## src/design/sct_pkg.sv

```systemverilog
// Shared constants, codes and controller/datapath handshake types for the sorted child table.
`default_nettype none

package sct_pkg;

    localparam int CAPACITY    = 16;
    localparam int HANDLE_BITS = 48;
    localparam int KEY_BITS    = 8;
    localparam int COUNT_BITS  = $clog2(CAPACITY + 1);

    typedef enum logic [1:0] {
        FN_INSERT  = 2'd0,
        FN_LOOKUP  = 2'd1,
        FN_REPLACE = 2'd2,
        FN_SCAN    = 2'd3
    } t_func;

    typedef enum logic [1:0] {
        ST_OK        = 2'd0,
        ST_NOT_FOUND = 2'd1,
        ST_FULL      = 2'd2
    } t_status;

    typedef enum logic [2:0] {
        S_IDLE,
        S_INS,
        S_FIND,
        S_SCAN,
        S_DONE
    } t_state;

    // Read address selection for the entry RAM.
    typedef enum logic [2:0] {
        RD_TOP,
        RD_ZERO,
        RD_INC,
        RD_DEC1,
        RD_DEC2
    } t_rd_sel;

    // Write data selection: move the entry just read, or store the request pair.
    typedef enum logic {
        WR_SHIFT,
        WR_NEW
    } t_wr_sel;

    typedef enum logic [2:0] {
        IDX_HOLD,
        IDX_COUNT,
        IDX_TOP,
        IDX_ZERO,
        IDX_INC,
        IDX_DEC
    } t_idx_op;

    typedef enum logic [1:0] {
        PEND_HOLD,
        PEND_CLEAR,
        PEND_TAKE,
        PEND_NEW
    } t_pend_op;

    typedef struct packed {
        logic     load;
        t_idx_op  idx_op;
        logic     rd_en;
        t_rd_sel  rd_sel;
        logic     wr_en;
        t_wr_sel  wr_sel;
        logic     cnt_inc;
        t_pend_op pend_op;
        logic     st_load;
        t_status  st_val;
        logic     emit;
        logic     emit_last;
    } t_cmd;

    typedef struct packed {
        logic full;
        logic count_zero;
        logic idx_zero;
        logic idx_one;
        logic idx_last;
        logic key_ge;
        logic key_eq;
        logic below_lo;
        logic above_hi;
        logic pend_valid;
        logic out_free;
        logic is_replace;
    } t_stat;

endpackage

`default_nettype wire

```

## src/design/sct_if.sv

```systemverilog
// Request and result channel interfaces of the sorted child table.
`default_nettype none

interface sct_req_if #(
    parameter int HANDLE_BITS = sct_pkg::HANDLE_BITS
);
    logic                              valid;
    logic                              ready;
    logic [1:0]                        func;
    logic [sct_pkg::KEY_BITS-1:0]      key_in;
    logic [HANDLE_BITS-1:0]            child_handle;
    logic [sct_pkg::KEY_BITS-1:0]      range_low;
    logic [sct_pkg::KEY_BITS-1:0]      range_high;

    modport source (
        output valid, func, key_in, child_handle, range_low, range_high,
        input  ready
    );
    modport sink (
        input  valid, func, key_in, child_handle, range_low, range_high,
        output ready
    );
endinterface

interface sct_rsp_if #(
    parameter int HANDLE_BITS = sct_pkg::HANDLE_BITS,
    parameter int COUNT_BITS  = sct_pkg::COUNT_BITS
);
    logic                         valid;
    logic                         ready;
    logic [1:0]                   status;
    logic                         match_valid;
    logic [sct_pkg::KEY_BITS-1:0] key_out;
    logic [HANDLE_BITS-1:0]       child_out;
    logic                         last;
    logic [COUNT_BITS-1:0]        entry_count;
    logic                         is_full;

    modport source (
        output valid, status, match_valid, key_out, child_out, last, entry_count, is_full,
        input  ready
    );
    modport sink (
        input  valid, status, match_valid, key_out, child_out, last, entry_count, is_full,
        output ready
    );
endinterface

`default_nettype wire

```

## src/design/sct_ram.sv

```systemverilog
// Generic simple dual-port RAM with one write port and one registered read port.
`default_nettype none

module sct_ram #(
    parameter int WIDTH = 8,
    parameter int DEPTH = 16,
    localparam int AW   = $clog2(DEPTH)
) (
    input  logic             i_clk,
    input  logic             i_wr_en,
    input  logic [AW-1:0]    i_wr_addr,
    input  logic [WIDTH-1:0] i_wr_data,
    input  logic             i_rd_en,
    input  logic [AW-1:0]    i_rd_addr,
    output logic [WIDTH-1:0] o_rd_data
);

    logic [WIDTH-1:0] r_mem [DEPTH];
    logic [WIDTH-1:0] r_rd_data;

    always_ff @(posedge i_clk) begin
        if (i_wr_en) begin
            r_mem[i_wr_addr] <= i_wr_data;
        end
        if (i_rd_en) begin
            r_rd_data <= r_mem[i_rd_addr];
        end
    end

    assign o_rd_data = r_rd_data;

endmodule

`default_nettype wire

```

## src/design/sct_ctrl.sv

```systemverilog
// Controller state machine that sequences insert, lookup, replace and range scan.
`default_nettype none

module sct_ctrl (
    input  logic          i_clk,
    input  logic          i_rst_n,
    input  logic          i_req_valid,
    input  logic [1:0]    i_req_func,
    output logic          o_req_ready,
    output sct_pkg::t_cmd o_cmd,
    input  sct_pkg::t_stat i_stat
);

    sct_pkg::t_state r_state;
    sct_pkg::t_state n_state;
    sct_pkg::t_cmd   w_cmd;

    always_ff @(posedge i_clk) begin
        if (!i_rst_n) begin
            r_state <= sct_pkg::S_IDLE;
        end else begin
            r_state <= n_state;
        end
    end

    always_comb begin
        n_state         = r_state;
        o_req_ready     = 1'b0;
        w_cmd           = '0;
        w_cmd.idx_op    = sct_pkg::IDX_HOLD;
        w_cmd.rd_sel    = sct_pkg::RD_TOP;
        w_cmd.wr_sel    = sct_pkg::WR_NEW;
        w_cmd.pend_op   = sct_pkg::PEND_HOLD;
        w_cmd.st_val    = sct_pkg::ST_OK;

        unique case (r_state)
            sct_pkg::S_IDLE: begin
                o_req_ready = 1'b1;
                if (i_req_valid) begin
                    w_cmd.load = 1'b1;
                    unique case (sct_pkg::t_func'(i_req_func))
                        sct_pkg::FN_INSERT: begin
                            if (i_stat.full) begin
                                w_cmd.pend_op = sct_pkg::PEND_CLEAR;
                                w_cmd.st_load = 1'b1;
                                w_cmd.st_val  = sct_pkg::ST_FULL;
                                n_state       = sct_pkg::S_DONE;
                            end else begin
                                w_cmd.idx_op = sct_pkg::IDX_COUNT;
                                w_cmd.rd_en  = !i_stat.count_zero;
                                w_cmd.rd_sel = sct_pkg::RD_TOP;
                                n_state      = sct_pkg::S_INS;
                            end
                        end
                        sct_pkg::FN_LOOKUP, sct_pkg::FN_REPLACE: begin
                            if (i_stat.count_zero) begin
                                w_cmd.pend_op = sct_pkg::PEND_CLEAR;
                                w_cmd.st_load = 1'b1;
                                w_cmd.st_val  = sct_pkg::ST_NOT_FOUND;
                                n_state       = sct_pkg::S_DONE;
                            end else begin
                                w_cmd.idx_op = sct_pkg::IDX_ZERO;
                                w_cmd.rd_en  = 1'b1;
                                w_cmd.rd_sel = sct_pkg::RD_ZERO;
                                n_state      = sct_pkg::S_FIND;
                            end
                        end
                        sct_pkg::FN_SCAN: begin
                            w_cmd.pend_op = sct_pkg::PEND_CLEAR;
                            w_cmd.st_load = 1'b1;
                            w_cmd.st_val  = sct_pkg::ST_OK;
                            if (i_stat.count_zero) begin
                                n_state = sct_pkg::S_DONE;
                            end else begin
                                w_cmd.idx_op = sct_pkg::IDX_TOP;
                                w_cmd.rd_en  = 1'b1;
                                w_cmd.rd_sel = sct_pkg::RD_TOP;
                                n_state      = sct_pkg::S_SCAN;
                            end
                        end
                    endcase
                end
            end

            // The index is the target slot; the RAM holds the entry just below it.
            sct_pkg::S_INS: begin
                w_cmd.wr_en = 1'b1;
                if (i_stat.idx_zero || !i_stat.key_ge) begin
                    w_cmd.wr_sel  = sct_pkg::WR_NEW;
                    w_cmd.cnt_inc = 1'b1;
                    w_cmd.pend_op = sct_pkg::PEND_CLEAR;
                    w_cmd.st_load = 1'b1;
                    w_cmd.st_val  = sct_pkg::ST_OK;
                    n_state       = sct_pkg::S_DONE;
                end else begin
                    w_cmd.wr_sel = sct_pkg::WR_SHIFT;
                    w_cmd.idx_op = sct_pkg::IDX_DEC;
                    w_cmd.rd_en  = !i_stat.idx_one;
                    w_cmd.rd_sel = sct_pkg::RD_DEC2;
                end
            end

            sct_pkg::S_FIND: begin
                if (i_stat.key_eq) begin
                    w_cmd.st_load = 1'b1;
                    w_cmd.st_val  = sct_pkg::ST_OK;
                    if (i_stat.is_replace) begin
                        w_cmd.wr_en   = 1'b1;
                        w_cmd.wr_sel  = sct_pkg::WR_NEW;
                        w_cmd.pend_op = sct_pkg::PEND_NEW;
                    end else begin
                        w_cmd.pend_op = sct_pkg::PEND_TAKE;
                    end
                    n_state = sct_pkg::S_DONE;
                end else if (i_stat.idx_last) begin
                    w_cmd.pend_op = sct_pkg::PEND_CLEAR;
                    w_cmd.st_load = 1'b1;
                    w_cmd.st_val  = sct_pkg::ST_NOT_FOUND;
                    n_state       = sct_pkg::S_DONE;
                end else begin
                    w_cmd.idx_op = sct_pkg::IDX_INC;
                    w_cmd.rd_en  = 1'b1;
                    w_cmd.rd_sel = sct_pkg::RD_INC;
                end
            end

            // A matching entry waits in the pending register until the next one
            // shows whether it is the final result.
            sct_pkg::S_SCAN: begin
                if (i_stat.below_lo) begin
                    n_state = sct_pkg::S_DONE;
                end else if (!i_stat.above_hi && i_stat.pend_valid && !i_stat.out_free) begin
                    n_state = sct_pkg::S_SCAN;
                end else begin
                    if (!i_stat.above_hi) begin
                        w_cmd.emit      = i_stat.pend_valid;
                        w_cmd.emit_last = 1'b0;
                        w_cmd.pend_op   = sct_pkg::PEND_TAKE;
                    end
                    if (i_stat.idx_zero) begin
                        n_state = sct_pkg::S_DONE;
                    end else begin
                        w_cmd.idx_op = sct_pkg::IDX_DEC;
                        w_cmd.rd_en  = 1'b1;
                        w_cmd.rd_sel = sct_pkg::RD_DEC1;
                    end
                end
            end

            sct_pkg::S_DONE: begin
                if (i_stat.out_free) begin
                    w_cmd.emit      = 1'b1;
                    w_cmd.emit_last = 1'b1;
                    n_state         = sct_pkg::S_IDLE;
                end
            end

            default: begin
                n_state = sct_pkg::S_IDLE;
            end
        endcase
    end

    assign o_cmd = w_cmd;

endmodule

`default_nettype wire

```

## src/design/sct_datapath.sv

```systemverilog
// Datapath: request registers, slot index, entry count, entry RAM and result register.
`default_nettype none

module sct_datapath #(
    parameter int CAPACITY    = sct_pkg::CAPACITY,
    parameter int HANDLE_BITS = sct_pkg::HANDLE_BITS,
    localparam int CW         = $clog2(CAPACITY + 1),
    localparam int IW         = $clog2(CAPACITY),
    localparam int KB         = sct_pkg::KEY_BITS
) (
    input  logic                   i_clk,
    input  logic                   i_rst_n,
    input  sct_pkg::t_cmd          i_cmd,
    output sct_pkg::t_stat         o_stat,
    input  logic [1:0]             i_func,
    input  logic [KB-1:0]          i_key,
    input  logic [HANDLE_BITS-1:0] i_child,
    input  logic [KB-1:0]          i_lo,
    input  logic [KB-1:0]          i_hi,
    input  logic                   i_out_ready,
    output logic                   o_out_valid,
    output logic [1:0]             o_status,
    output logic                   o_match,
    output logic [KB-1:0]          o_key,
    output logic [HANDLE_BITS-1:0] o_child,
    output logic                   o_last,
    output logic [CW-1:0]          o_count,
    output logic                   o_full
);

    localparam int DW = KB + HANDLE_BITS;

    sct_pkg::t_func   r_func;
    logic [KB-1:0]    r_key;
    logic [HANDLE_BITS-1:0] r_child;
    logic [KB-1:0]    r_lo;
    logic [KB-1:0]    r_hi;
    logic [IW-1:0]    r_idx;
    logic [IW-1:0]    n_idx;
    logic [CW-1:0]    r_count;
    sct_pkg::t_status r_status;
    logic             r_pend_valid;
    logic [DW-1:0]    r_pend;
    logic             n_pend_valid;
    logic [DW-1:0]    n_pend;

    logic             r_o_valid;
    sct_pkg::t_status r_o_status;
    logic             r_o_match;
    logic [KB-1:0]    r_o_key;
    logic [HANDLE_BITS-1:0] r_o_child;
    logic             r_o_last;
    logic [CW-1:0]    r_o_count;
    logic             r_o_full;

    logic [CW-1:0]    w_cnt_m1;
    logic [IW-1:0]    w_rd_addr;
    logic [DW-1:0]    w_wr_data;
    logic [DW-1:0]    w_rd_data;
    logic [KB-1:0]    w_rd_key;
    logic             w_out_free;
    logic             w_full;

    assign w_cnt_m1   = r_count - CW'(1);
    assign w_rd_key   = w_rd_data[DW-1:HANDLE_BITS];
    assign w_out_free = !r_o_valid || i_out_ready;
    assign w_full     = (r_count >= CW'(CAPACITY));
    assign w_wr_data  = (i_cmd.wr_sel == sct_pkg::WR_SHIFT) ? w_rd_data : {r_key, r_child};

    always_comb begin
        unique case (i_cmd.rd_sel)
            sct_pkg::RD_TOP:  w_rd_addr = w_cnt_m1[IW-1:0];
            sct_pkg::RD_ZERO: w_rd_addr = '0;
            sct_pkg::RD_INC:  w_rd_addr = r_idx + IW'(1);
            sct_pkg::RD_DEC1: w_rd_addr = r_idx - IW'(1);
            sct_pkg::RD_DEC2: w_rd_addr = r_idx - IW'(2);
            default:          w_rd_addr = '0;
        endcase
    end

    always_comb begin
        unique case (i_cmd.idx_op)
            sct_pkg::IDX_HOLD:  n_idx = r_idx;
            sct_pkg::IDX_COUNT: n_idx = r_count[IW-1:0];
            sct_pkg::IDX_TOP:   n_idx = w_cnt_m1[IW-1:0];
            sct_pkg::IDX_ZERO:  n_idx = '0;
            sct_pkg::IDX_INC:   n_idx = r_idx + IW'(1);
            sct_pkg::IDX_DEC:   n_idx = r_idx - IW'(1);
            default:            n_idx = r_idx;
        endcase
    end

    always_comb begin
        n_pend_valid = r_pend_valid;
        n_pend       = r_pend;
        unique case (i_cmd.pend_op)
            sct_pkg::PEND_HOLD: begin
            end
            sct_pkg::PEND_CLEAR: begin
                n_pend_valid = 1'b0;
            end
            sct_pkg::PEND_TAKE: begin
                n_pend_valid = 1'b1;
                n_pend       = w_rd_data;
            end
            sct_pkg::PEND_NEW: begin
                n_pend_valid = 1'b1;
                n_pend       = {r_key, r_child};
            end
            default: begin
            end
        endcase
    end

    sct_ram #(
        .WIDTH (DW),
        .DEPTH (CAPACITY)
    ) u_entries (
        .i_clk     (i_clk),
        .i_wr_en   (i_cmd.wr_en),
        .i_wr_addr (r_idx),
        .i_wr_data (w_wr_data),
        .i_rd_en   (i_cmd.rd_en),
        .i_rd_addr (w_rd_addr),
        .o_rd_data (w_rd_data)
    );

    always_ff @(posedge i_clk) begin
        if (i_cmd.load) begin
            r_func  <= sct_pkg::t_func'(i_func);
            r_key   <= i_key;
            r_child <= i_child;
            r_lo    <= i_lo;
            r_hi    <= i_hi;
        end
        r_idx  <= n_idx;
        r_pend <= n_pend;
        if (i_cmd.st_load) begin
            r_status <= i_cmd.st_val;
        end
        if (i_cmd.emit) begin
            r_o_status <= r_status;
            r_o_match  <= r_pend_valid;
            r_o_key    <= r_pend_valid ? r_pend[DW-1:HANDLE_BITS] : '0;
            r_o_child  <= r_pend_valid ? r_pend[HANDLE_BITS-1:0] : '0;
            r_o_last   <= i_cmd.emit_last;
            r_o_count  <= r_count;
            r_o_full   <= w_full;
        end
    end

    always_ff @(posedge i_clk) begin
        if (!i_rst_n) begin
            r_count      <= '0;
            r_pend_valid <= 1'b0;
            r_o_valid    <= 1'b0;
        end else begin
            if (i_cmd.cnt_inc) begin
                r_count <= r_count + CW'(1);
            end
            r_pend_valid <= n_pend_valid;
            if (i_cmd.emit) begin
                r_o_valid <= 1'b1;
            end else if (i_out_ready) begin
                r_o_valid <= 1'b0;
            end
        end
    end

    always_comb begin
        o_stat.full       = w_full;
        o_stat.count_zero = (r_count == '0);
        o_stat.idx_zero   = (r_idx == '0);
        o_stat.idx_one    = (r_idx == IW'(1));
        o_stat.idx_last   = (r_idx == w_cnt_m1[IW-1:0]);
        o_stat.key_ge     = (w_rd_key >= r_key);
        o_stat.key_eq     = (w_rd_key == r_key);
        o_stat.below_lo   = (w_rd_key < r_lo);
        o_stat.above_hi   = (w_rd_key > r_hi);
        o_stat.pend_valid = r_pend_valid;
        o_stat.out_free   = w_out_free;
        o_stat.is_replace = (r_func == sct_pkg::FN_REPLACE);
    end

    assign o_out_valid = r_o_valid;
    assign o_status    = r_o_status;
    assign o_match     = r_o_match;
    assign o_key       = r_o_key;
    assign o_child     = r_o_child;
    assign o_last      = r_o_last;
    assign o_count     = r_o_count;
    assign o_full      = r_o_full;

    a_count_range: assert property (@(posedge i_clk) disable iff (!i_rst_n)
        r_count <= CW'(CAPACITY))
        else $error("entry count exceeds capacity");

    a_no_overrun: assert property (@(posedge i_clk) disable iff (!i_rst_n)
        i_cmd.emit |-> w_out_free)
        else $error("result written over an untaken result");

    a_inc_not_full: assert property (@(posedge i_clk) disable iff (!i_rst_n)
        i_cmd.cnt_inc |-> !w_full)
        else $error("insert completed into a full table");

    a_count_step: assert property (@(posedge i_clk) disable iff (!i_rst_n)
        i_cmd.cnt_inc |=> r_count == $past(r_count) + CW'(1))
        else $error("entry count did not step once on insert");

endmodule

`default_nettype wire

```

## src/design/sorted_sixteen_entry_child_table.sv

```systemverilog
// Top level of the sorted child table: controller, datapath and channel hookup.
//
// The block keeps up to CAPACITY entries (a key byte and a child handle) in
// ascending key order. Requests arrive on i_req and each transfer carries one
// operation: insert, lookup, replace child or range scan. Results leave on
// o_rsp; every request gives exactly one result, except a range scan, which
// gives one per matching entry from the highest key down, with last set on
// the final one (or a single empty result when nothing matches).
// Sequence: a request is first accepted, then the walk visits the slots it
// needs, then the result register is loaded. The walk visits one slot per
// cycle, set by the single read port of the entry RAM, unless a stalled
// receiver holds a scan.
// A new request is taken as soon as the previous result sits in the output
// register, so a stalled receiver holds back only the next result, not the
// next transfer. During a scan a stalled receiver freezes the walk.
// Reset clears the entry count and the channel state; the RAM contents are
// left as they are, since only slots below the count are ever read.
`default_nettype none

module sorted_sixteen_entry_child_table #(
    parameter int CAPACITY    = sct_pkg::CAPACITY,
    parameter int HANDLE_BITS = sct_pkg::HANDLE_BITS
) (
    input  logic       i_clk,
    input  logic       i_rst_n,
    sct_req_if.sink    i_req,
    sct_rsp_if.source  o_rsp
);

    // Controller and datapath talk only through these two groups.
    sct_pkg::t_cmd  w_cmd;
    sct_pkg::t_stat w_stat;
    logic           w_req_ready;

    sct_ctrl u_ctrl (
        .i_clk       (i_clk),
        .i_rst_n     (i_rst_n),
        .i_req_valid (i_req.valid),
        .i_req_func  (i_req.func),
        .o_req_ready (w_req_ready),
        .o_cmd       (w_cmd),
        .i_stat      (w_stat)
    );

    assign i_req.ready = w_req_ready;

    // The datapath owns the output register, so the result channel is driven
    // straight from flops.
    sct_datapath #(
        .CAPACITY    (CAPACITY),
        .HANDLE_BITS (HANDLE_BITS)
    ) u_datapath (
        .i_clk       (i_clk),
        .i_rst_n     (i_rst_n),
        .i_cmd       (w_cmd),
        .o_stat      (w_stat),
        .i_func      (i_req.func),
        .i_key       (i_req.key_in),
        .i_child     (i_req.child_handle),
        .i_lo        (i_req.range_low),
        .i_hi        (i_req.range_high),
        .i_out_ready (o_rsp.ready),
        .o_out_valid (o_rsp.valid),
        .o_status    (o_rsp.status),
        .o_match     (o_rsp.match_valid),
        .o_key       (o_rsp.key_out),
        .o_child     (o_rsp.child_out),
        .o_last      (o_rsp.last),
        .o_count     (o_rsp.entry_count),
        .o_full      (o_rsp.is_full)
    );

endmodule

`default_nettype wire

```

## src/flat_wrapper.sv

```systemverilog
// flat-port wrapper written by rule: the top's interface ports become plain ports
module sorted_sixteen_entry_child_table_flat 
#(
    parameter int CAPACITY    = sct_pkg::CAPACITY,
    parameter int HANDLE_BITS = sct_pkg::HANDLE_BITS
)
  (i_clk, i_rst_n, i_req_valid, i_req_func, i_req_key_in, i_req_child_handle, i_req_range_low, i_req_range_high, i_req_ready, o_rsp_valid, o_rsp_status, o_rsp_match_valid, o_rsp_key_out, o_rsp_child_out, o_rsp_last, o_rsp_entry_count, o_rsp_is_full, o_rsp_ready);
  sct_req_if #(.HANDLE_BITS(HANDLE_BITS)) i_req_i ();
  sct_rsp_if #(.HANDLE_BITS(HANDLE_BITS)) o_rsp_i ();
  input  logic i_clk;
  input  logic i_rst_n;
  input wire logic [$bits(i_req_i.valid)-1:0] i_req_valid;
  input wire logic [$bits(i_req_i.func)-1:0] i_req_func;
  input wire logic [$bits(i_req_i.key_in)-1:0] i_req_key_in;
  input wire logic [$bits(i_req_i.child_handle)-1:0] i_req_child_handle;
  input wire logic [$bits(i_req_i.range_low)-1:0] i_req_range_low;
  input wire logic [$bits(i_req_i.range_high)-1:0] i_req_range_high;
  output wire logic [$bits(i_req_i.ready)-1:0] i_req_ready;
  output wire logic [$bits(o_rsp_i.valid)-1:0] o_rsp_valid;
  output wire logic [$bits(o_rsp_i.status)-1:0] o_rsp_status;
  output wire logic [$bits(o_rsp_i.match_valid)-1:0] o_rsp_match_valid;
  output wire logic [$bits(o_rsp_i.key_out)-1:0] o_rsp_key_out;
  output wire logic [$bits(o_rsp_i.child_out)-1:0] o_rsp_child_out;
  output wire logic [$bits(o_rsp_i.last)-1:0] o_rsp_last;
  output wire logic [$bits(o_rsp_i.entry_count)-1:0] o_rsp_entry_count;
  output wire logic [$bits(o_rsp_i.is_full)-1:0] o_rsp_is_full;
  input wire logic [$bits(o_rsp_i.ready)-1:0] o_rsp_ready;
  assign i_req_i.valid = i_req_valid;
  assign i_req_i.func = i_req_func;
  assign i_req_i.key_in = i_req_key_in;
  assign i_req_i.child_handle = i_req_child_handle;
  assign i_req_i.range_low = i_req_range_low;
  assign i_req_i.range_high = i_req_range_high;
  assign i_req_ready = i_req_i.ready;
  assign o_rsp_valid = o_rsp_i.valid;
  assign o_rsp_status = o_rsp_i.status;
  assign o_rsp_match_valid = o_rsp_i.match_valid;
  assign o_rsp_key_out = o_rsp_i.key_out;
  assign o_rsp_child_out = o_rsp_i.child_out;
  assign o_rsp_last = o_rsp_i.last;
  assign o_rsp_entry_count = o_rsp_i.entry_count;
  assign o_rsp_is_full = o_rsp_i.is_full;
  assign o_rsp_i.ready = o_rsp_ready;
  sorted_sixteen_entry_child_table #(.CAPACITY(CAPACITY), .HANDLE_BITS(HANDLE_BITS)) u_core (.i_clk(i_clk), .i_rst_n(i_rst_n), .i_req(i_req_i), .o_rsp(o_rsp_i));
endmodule
```

## config.mk

```make
export PLATFORM = sky130hd
export DESIGN_NAME = sorted_sixteen_entry_child_table_flat
export DESIGN_NICKNAME = d
export VERILOG_FILES = /design/src/design/sct_pkg.sv /design/src/design/sct_if.sv /design/src/design/sct_ram.sv /design/src/design/sct_ctrl.sv /design/src/design/sct_datapath.sv /design/src/design/sorted_sixteen_entry_child_table.sv /design/src/flat_wrapper.sv
export SDC_FILE = /design/constraint.sdc
export NUM_CORES = 1
export LEC_CHECK = 0
export ABC_AREA = 1
export BUFFER_PORTS_ARGS = -buffer_cell sky130_fd_sc_hd__buf_2
export CORE_MARGIN = 10
export CORE_UTILIZATION = 44
export CTS_BUF_LIST = sky130_fd_sc_hd__clkbuf_8
export CTS_CLUSTER_DIAMETER = 120
export CTS_CLUSTER_SIZE = 30
export DETAILED_ROUTE_END_ITERATION = 10
export PLACE_DENSITY = 0.6
export SLEW_MARGIN = 20
export SYNTH_ARGS = -nofsm -noshare
export SYNTH_HDL_FRONTEND = slang
export SYNTH_SLANG_ARGS = --single-unit
```

## constraint.sdc

```tcl
create_clock -name i_clk -period 8 [get_ports i_clk]
set_clock_uncertainty 0.1 [all_clocks]
set_input_delay 0.4 -clock i_clk [delete_from_list [all_inputs] [get_ports i_clk]]
set_output_delay 0.4 -clock i_clk [all_outputs]
set_load 0.01 [all_outputs]
```

# [After elaboration in Yosys (flattened, before gate mapping)]
# Memory sizes are Yosys's and may differ from the RTL's. A register that Yosys moved wholly into a read port is not among the register bits.
# Cells that the tools add are included.
# Widths: inputs -> output; s select.
[totals] reg_bits=212 ramBits=896 mem_count=1
[memory_table] memory="u_core.u_datapath.u_entries.r_mem" depth=16 word_bits=56 rd=1 rd_ports_with_merged_regs=1 write_ports=1 line_no="sct_ram.sv:18" text="logic [WIDTH-1:0] r_mem [DEPTH];"
[op_classes] n_addsub=5 magnitude_cmp=4 eq_ne=27 n_mux=59 n_reduce_logical=22
[op_table] op="$pmux 56 s2" n=1
[op_table] op="$mux 56" n=1
[op_table] op="$mux 7" n=6
[op_table] op="$mux 3" n=11
[op_table] op="$pmux 7 s4" n=1
[op_table] op="$pmux 7 s3" n=1
[op_table] op="$pmux 4 s5" n=1
[op_table] op="$eq 3x2->1 const B" n=6
[op_table] op="$mux 2" n=9
[op_table] op="$mux 6" n=3
[op_table] op="$pmux 3 s3" n=2
[op_table] op="$pmux 4 s4" n=1
[op_table] op="$mux 5" n=3
[op_table] op="$pmux 3 s5" n=1
[op_table] op="$pmux 5 s3" n=1
[op_table] op="$eq 3x3->1 const B" n=4
[op_table] op="$mux 4" n=3
[op_table] op="$eq 2x2->1 const B" n=5
[op_table] op="$mux 1" n=9
[op_table] op="$eq 8x8->1" n=1
[op_table] op="$ge 8x8->1" n=1
[op_table] op="$gt 8x8->1" n=1
[op_table] op="$lt 8x8->1" n=1
[op_table] op="$mux 8" n=1
[op_table] op="26 further kinds" n=43

# [Depth between registers and ports, before layout]
# Gate-level depths: netlist of run 1.
[logic_depth] word_depth=10 ltp_mapped=24 mapped_depth_nobuf=22

# [Hierarchy]
# From an unflattened synthesis of run 1, not the netlist that was laid out.
[unflattened] cells_unflattened=4655 hier_area_um2=50126.8
[modules_own_cells] mod="sct_ram" instances=1 cells_each=3688 area_each_um2=40239.8 seq_area_each_um2=28587.4
[modules_own_cells] mod="sct_datapath" instances=1 cells_each=864 area_each_um2=9315.2 seq_area_each_um2=6206.0
[modules_own_cells] mod="sct_ctrl" instances=1 cells_each=103 area_each_um2=571.8 seq_area_each_um2=60.1

# [Worst setup path after synthesis of run 1]
# No wires, ideal clock.
[synth_path] path_type="reg2reg" startpoint="register u_core.u_datapath.u_entries.r_rd_data[55], in the netlist u_core.u_datapath.u_entries.o_rd_data[55] (read register of u_core.u_datapath.u_entries.r_mem)" endpoint="register u_core.u_datapath.r_pend[0], data pin" setup_time_ns=0.265 arrival_ns=6.406 required_ns=7.635 slack_ns=1.228 path_stages_with_launch=11 path_buffers=2 synth_period_minus_slack_ns=6.772 cell_sequence="edfxtp_1 > ha_1 > nand2_1 > nor2_1 > nand4_2 > o21ai_0 > nand2_1 > clkbuf_1 > clkbuf_1 > nand2_1 > o21ai_0"
[synth_via] elab_chain_cells=9
[synth_lines] element="from (decl)" line_no="sct_ram.sv:19" text="logic [WIDTH-1:0] r_rd_data;"
[synth_lines] element="$gt 8x8->1" line_no="sct_datapath.sv:179" text="o_stat.above_hi = (w_rd_key > r_hi);"
[synth_lines] element="$logic_not 1->1"
[synth_lines] element="$logic_and 1x1->1 (2 in a row)" line_no="sct_ctrl.sv:132" text="end else if (!i_stat.above_hi && i_stat.pend_valid && !i_stat.out_free) begin"
[synth_lines] element="$mux 2" line_no="sct_ctrl.sv:132"
[synth_lines] element="$mux 2" line_no="sct_ctrl.sv:130" text="if (i_stat.below_lo) begin"
[synth_lines] element="$pmux 2 s4 *" line_no="sct_ctrl.sv:36" text="unique case (r_state)"
[synth_lines] element="$eq 2x2->1" line_no="sct_datapath.sv:96" text="unique case (i_cmd.pend_op)"
[synth_lines] element="$pmux 56 s2 *" line_no="sct_datapath.sv:96"
[synth_lines] element="named net u_core.u_datapath.n_pend[0]" line_no="sct_datapath.sv:45" text="logic [DW-1:0] n_pend;"
[synth_lines] element="to (signal assigned)" line_no="sct_datapath.sv:137" text="r_pend <= n_pend;"
[synth_lines] element="to (decl)" line_no="sct_datapath.sv:43" text="logic [DW-1:0] r_pend;"
# Mark *: on every way through the listed nets, which the timed path passes. The rest lies on a longest branch.
# A chain may end at the register's enable or synchronous reset.

# [Worst setup path after layout of run 1]
[layout_path] startpoint="register u_core.u_datapath.u_entries.r_rd_data[55], in the netlist u_core.u_datapath.u_entries.o_rd_data[55] (read register of u_core.u_datapath.u_entries.r_mem)" endpoint="register u_core.u_datapath.u_entries.r_rd_data[55], in the netlist u_core.u_datapath.u_entries.o_rd_data[55] (read register of u_core.u_datapath.u_entries.r_mem), data pin"
[layout_via] elab_chain_cells=9
[layout_lines] element="$gt 8x8->1" line_no="sct_datapath.sv:179"
[layout_lines] element="$logic_not 1->1"
[layout_lines] element="$logic_and 1x1->1 (2 in a row)" line_no="sct_ctrl.sv:132"
[layout_lines] element="$mux 7" line_no="sct_ctrl.sv:132"
[layout_lines] element="$mux 7" line_no="sct_ctrl.sv:130"
[layout_lines] element="$pmux 7 s4 *" line_no="sct_ctrl.sv:36"
[layout_lines] element="$eq 3x3->1 (tied with other cells)" line_no="sct_datapath.sv:71" text="unique case (i_cmd.rd_sel)"
[layout_lines] element="$pmux 4 s4" line_no="sct_datapath.sv:71"
# Mark *: on every way between the ends. The rest lies on a longest branch, timed or not.

==> reports/results.tsv, run 1 <==
metric	value	unit
Distinct cells, synth	38	
setup bufs post-CTS	0	
crit-path max FO	140	
Cell Rows	124	
final WL	130	mm
WHS Endpoint	u_core.u_datapath.r_key[2]	
Bufs on Longest Clock Path	3	
DP HPWL	64.8	mm
Clock Sinks	1164	
RSZ-0062 raised after global routing	false	
share of cells above drive strength 1	0.0745	
HP Class	primary input to register	
largest area contributor in the netlist	edfxtp_1	
htree depth	2	
first-pass GRT wire length	196	mm
GRT busiest layer	met2	
Overflow after GRT	0	
post-synthesis xor/xnor area fraction	0.000870	
Synth Register Bits	1164	
pin count of the biggest net entering global routing	195	
run status	complete, no violations	
vias in the first global route	31200	
YS warnings	0	
initial core utilization	0.442	
Final Hold Vio Count	0	
final cell count without fillers	6186	
CTS tree	yes	
die area	128000	um2
Mapped Area	50300	um2
root buf cell	clkbuf_8	
worst hold start	i_req_key_in[2]	
die height	358	um
adder-cell share of the synthesized area	0.00870	
multiplexer area fraction after synthesis	0	
# DRC	0	
Worst Tran Pin Value	1240	ps
total negative setup slack	0	ps
GPL Wtd Cong	0.835	
Global Route Usage Sum	0.199	
register-to-register path setup slack	2130	ps
required time worst endpoint	8460	ps
Reg2Reg Depth	19	
Nets	4774	
synth top area cells	edfxtp_1 (69%), nand3_1 (10%), nand2_1 (6.4%)	
top-count cell post-synth	edfxtp_1	
max-slew violations	0	
Via Count	32700	
Worst Hold Path Cells	2	
Critical Path AT	6330	ps
synth-to-layout area growth	8.14	%
Routed Antenna Nets	0	
I/O pin total	146	
Critical R2R Capture	u_core.u_datapath.u_entries.o_rd_data[55]	
M2 GR Usage	0.324	
clock slew at reported path FFs	180	ps
top cells by count, synth	edfxtp_1 (1154), nand3_1 (1022), nand2_1 (857)	
WL/cell	21.0	um
Max IR drop VDD	0.554	mV
synthesized net count	4666	
Iteration-0 DRC Markers	3112	
Post-Synthesis Cells	4553	
drt pass-1 iters	6	
min Tclk post-route	5870	ps
static leakage	22.1	nW
CP Class	register to register	
FF-to-FF Start	u_core.u_datapath.u_entries.o_rd_data[55]	
initial antenna violation count	1	
Port-buffer cells	145	
final setup fails	0	
EDFF count, synth	1154	
global routing usage on met3	0.0307	
Simple-Gate Fraction of Synth Area	0.198	
CORE AREA	114000	um2
via/cell ratio	5.28	
Post-Place Cells	6049	
M1 GR Usage	0.275	
CP endpoint kind	register	
max_cap viols	0	
sequential element share of the synthesized area	0.692	
ys flop type	edfxtp_1	
Hold Slack	184	ps
Async SR Flop Fraction	0	
Synth top area share	0.688	
CTS Buf Count	45	
Clock Latency Late Sink	810	ps
Synth Area in Compound Gates	0.0173	
DIE WIDTH	358	um
fmax	170	MHz
pwr dens	346	nW/um2
Mean Syn Cell Area	11.1	um2
largest family of logic cells by synthesized area	simple AND/OR/NAND/NOR gates	
fin crit share	0.734	
crit path launch type	register	
Rel. slew slack	0.172	
## power breakdown
group          internal, mW  switching [mW]  total (mW)
sequential             7.96           0.232        8.19
clock                 0.554            1.74        2.30
combinational          2.25            6.09        8.34
total                  10.8            8.07        18.8
## critical path: stages, from the launching register on
cell	delay (ps)
edfxtp_1	500
ha_1	330
nand2_1	70
nor2_1	220
nand4_2	250
nand2_1	120
nor2_1	50
nand2_1	100
nand3_2	210
inv_4	660
nor2_2	200
nand2_8	710
nand2_8	790
buf_4	610
nand2_1	140
nand2_1	60
nand2_1	60
nand3_1	90
nand3_1	100
nand2_1	120
## cell usage in the layout (no fill, tap or decap), types with 3 or more instances in the layout
cell type,netlist,routed
nand3_1,1022,1021
nor2_1,45,30
nor3_2,1,4
o21ai_2,0,6
clkbuf_8,0,47
buf_4,1,92
nor3_1,10,7
a21oi_1,22,22
dfxtp_1,10,9
buf_2,138,145
nor2_4,0,16
ha_1,35,35
nand4_1,8,8
inv_1,795,801
nand3b_1,169,169
inv_2,5,4
o21ai_0,122,112
edfxtp_1,1154,1154
buf_12,0,9
nand3_2,4,3
nand2_1,857,856
o21ai_1,1,4
xor2_1,3,3
dlygate4sd3_1,0,77
## per-stage QoR
step	util	area, um2	setup WS [ps]	power, mW
after floorplan	-	50300	1230	13.9
after global placement	0.464	52900	2180	16.5
after detailed placement	0.464	52900	2170	16.6
after CTS	0.477	54400	2140	18.9
after global routing	0.477	54400	1750	20.1
final	0.477	54400	2130	18.8
## flip-flops by register name, summed over array words and instances, names as in the netlist, 8 cells and up
signal	count
u_core.u_datapath.u_entries.r_mem	896
u_core.u_datapath.r_pend	56
u_core.u_datapath.u_entries.o_rd_data	56
u_core.u_datapath.o_child	48
u_core.u_datapath.r_child	48
u_core.u_datapath.o_key	8
u_core.u_datapath.r_hi	8
u_core.u_datapath.r_key	8
u_core.u_datapath.r_lo	8
## metal layers
| metal | wire [um] | vias up |
|---|---|---|
| met5 | 0 | - |
| met4 | 3610 | 0 |
| met3 | 9380 | 179 |
| met2 | 60800 | 1076 |
| met1 | 56400 | 16000 |
| li1 | - | 15400 |
## final cells by class
class,count,area [um2]
tap,1512,1890
timing repair buffer,324,2390
antenna,1,2.50
fill,10200,59600
sequential,1164,34900
clock buffer,47,647
clock inverter,12,78.8
multi-input combinational,2326,11600
inverter,800,3010
## worst max path at each step
stage,from,to,slack [ps],cells past startpoint
detailed placement,u_core.u_datapath.u_entries.o_rd_data[55],u_core.u_datapath.u_entries.o_rd_data[55],2170,19
finish,u_core.u_datapath.u_entries.o_rd_data[55],u_core.u_datapath.u_entries.o_rd_data[55],2130,19
global placement,u_core.u_datapath.u_entries.o_rd_data[55],u_core.u_datapath.u_entries.o_rd_data[55],2180,19
CTS,u_core.u_datapath.u_entries.o_rd_data[55],u_core.u_datapath.u_entries.o_rd_data[55],2140,19
global route,u_core.u_datapath.u_entries.o_rd_data[55],u_core.u_datapath.u_entries.o_rd_data[52],1750,19
floorplan,u_core.u_datapath.u_entries.o_rd_data[55],u_core.u_datapath.r_pend[0],1230,10
## logic make-up (layout without fill, tap and decap cells)
| logic type | Yosys count | after routing |
|---|---|---|
| AOI/OAI and AO/OA | 162 | 162 |
| xor gates and xnor gates | 5 | 5 |
| DFF | 1164 | 1164 |
| other | 0 | 1 |
| and+or+nand+nor | 2124 | 2124 |
| buffers and inverters | 1063 | 1183 |
| adders and majority gates | 35 | 35 |
## what timing repair did
item,CTS,global route
endpoints found under the hold margin,88,0
gates resized for setup,0,0
hold buffers,77,0
No activity file was read; power rests on OpenSTA's default activity.
==> inputs of run 2 (changes only) <==
==> constraint.sdc (replaced) <==
create_clock -name i_clk -period 5.73 [get_ports i_clk]
set_clock_uncertainty 0.1 [all_clocks]
set_input_delay 0.2865 -clock i_clk [delete_from_list [all_inputs] [get_ports i_clk]]
set_output_delay 0.2865 -clock i_clk [all_outputs]
set_load 0.01 [all_outputs]
==> run 2 against run 1 <==
  * Register-to-register slack worse by 1100 ps
  * Combinational power up 41%
  * Via count up 0.53%
  * Flip-flop and latch count unchanged
  * Clock-buffer cell count down 2
  * Non-clock buffer count up 4
  * Hold slack worse by 97 ps
  * Critical path depth down 2
==> reports/results.tsv, run 2 (synthesis results as in run 1) <==
metric	value	unit
Cell Rows	124	
run status	complete, no violations	
Post-Place Cells	6052	
clock slew at reported path FFs	180	ps
filler cell count	10200	
synth-to-layout area growth	8.55	%
Via Count	32800	
HP Class	primary input to register	
root buf cell	clkbuf_8	
crit-path max FO	177	
largest register by flop count	u_core.u_datapath.u_entries.r_mem	
Critical Path AT	5150	ps
initial core utilization	0.442	
CTS Buf Count	45	
Clock Sinks	1164	
Clock Latency Late Sink	830	ps
Rel. slew slack	0.228	
final WL	131	mm
RSZ-0062 raised after global routing	false	
final core occ	0.479	
min Tclk post-route	4700	ps
CORE AREA	114000	um2
die height	358	um
Iteration-0 DRC Markers	3251	
Worst Tran Pin Value	1160	ps
DIE WIDTH	358	um
max FFs per register	896	
Bufs on Longest Clock Path	3	
first-pass GRT wire length	196	mm
DP HPWL	66.8	mm
final cell count without fillers	6189	
max_cap viols	0	
fmax	213	MHz
Global Route Usage Sum	0.200	
GPL Wtd Cong	0.834	
drt pass-1 iters	7	
CTS tree	yes	
CP Class	register to register	
setup bufs post-CTS	0	
commonest non-fill, non-tap cell in the layout	edfxtp_1	
Overflow after GRT	0	
static leakage	22.1	nW
final worst setup slack	1030	ps
vias in the first global route	31100	
WL/cell	21.1	um
CP endpoint kind	register	
initial antenna violation count	1	
Hold Slack	87.0	ps
pwr dens	483	nW/um2
Max IR drop VDD	0.902	mV
Nets	4778	
required time worst endpoint	6180	ps
final setup fails	0	
share of cells above drive strength 1	0.0749	
max-slew violations	0	
die area	128000	um2
Routed Antenna Nets	0	
fin crit share	0.820	
htree depth	2	
via/cell ratio	5.31	
post-cts sizing count	0	
most frequent cells in the layout	edfxtp_1 (1154), nand3_1 (1021), nand2_1 (856), inv_1 (802), nand3b_1 (169)	
pin count of the biggest net entering global routing	178	
I/O pin total	146	
Place WS	1220	ps
Port-buffer cells	145	
crit path launch type	register	
Final Hold Vio Count	0	
# DRC	0	
-- run 2: path summary, 6_finish.rpt --
| kind | depth (start not counted) | endpoint | startpoint | slack (ps) |
|---|---|---|---|---|
| worst min register to register | 0 | u_core.u_datapath.o_status[0] | u_core.u_datapath.r_status[0] | 340 |
| worst max register to register | 17 | u_core.u_datapath.u_entries.o_rd_data[20] | u_core.u_datapath.u_entries.o_rd_data[55] | 1030 |
| worst min-delay path | 2 | u_core.u_datapath.r_child[7] | i_req_child_handle[7] | 90 |
| worst max-delay path | 17 | u_core.u_datapath.u_entries.o_rd_data[20] | u_core.u_datapath.u_entries.o_rd_data[55] | 1030 |
-- run 2: per-layer routing --
layer / global-route usage / vias to the layer above / part of all wire
met4: 0.0533 / 0 / 0.025
met1: 0.282 / 16000 / 0.44
met2: 0.323 / 1176 / 0.46
li1: - / 15400 / -
met3: 0.0276 / 182 / 0.074
met5: 0 / - / 0
-- run 2: power breakdown --
part           switching (mW)  total, mW  internal [mW]
Sequential              0.320       11.4           11.1
Combinational            8.56       11.8           3.26
Clock                    2.42       3.17          0.742
Total                    11.3       26.4           15.1
-- run 2: metrics by stage --
stage               setup TNS (ps)  cell area (um2)  total power [mW]
global placement                 0            53100              23.2
CTS                              0            54600              26.5
detailed placement               0            53100              23.4
global route                     0            54700              28.2
floorplan                   -34440            50300              19.4
finish                           0            54700              26.4
-- run 2: what timing repair did --
action,in CTS,in global routing
hold buffers,78,0
hold endpoints to repair,89,0
setup endpoints to repair,0,0
-- run 2: area by class of cell --
type | instances | area (um2) | area share
diodes | 1 | 2.50 | 0.0000458
clock buffers | 45 | 619 | 0.0113
clock inverters | 13 | 73.8 | 0.00135
inverters | 800 | 3010 | 0.0551
multi-input cells | 2326 | 11600 | 0.212
flip-flops and latches | 1164 | 34900 | 0.638
well taps | 1512 | 1890 | 0.0346
repair buffers | 328 | 2630 | 0.0481
-- run 2: worst max-delay path, stage by stage, from the launching register on --
cell      delay, ps
edfxtp_1        490
ha_1            330
nand2_1          60
nor2_1          210
nand4_2         250
nand2_1         130
nor2_1           40
nand2_1         100
nand3_2         220
inv_4           460
nor2_2          170
nand2_8         350
buf_12          480
nand3_1         160
nand3_1         150
nand3_1          80
nand3_1         140
nand2_1          70
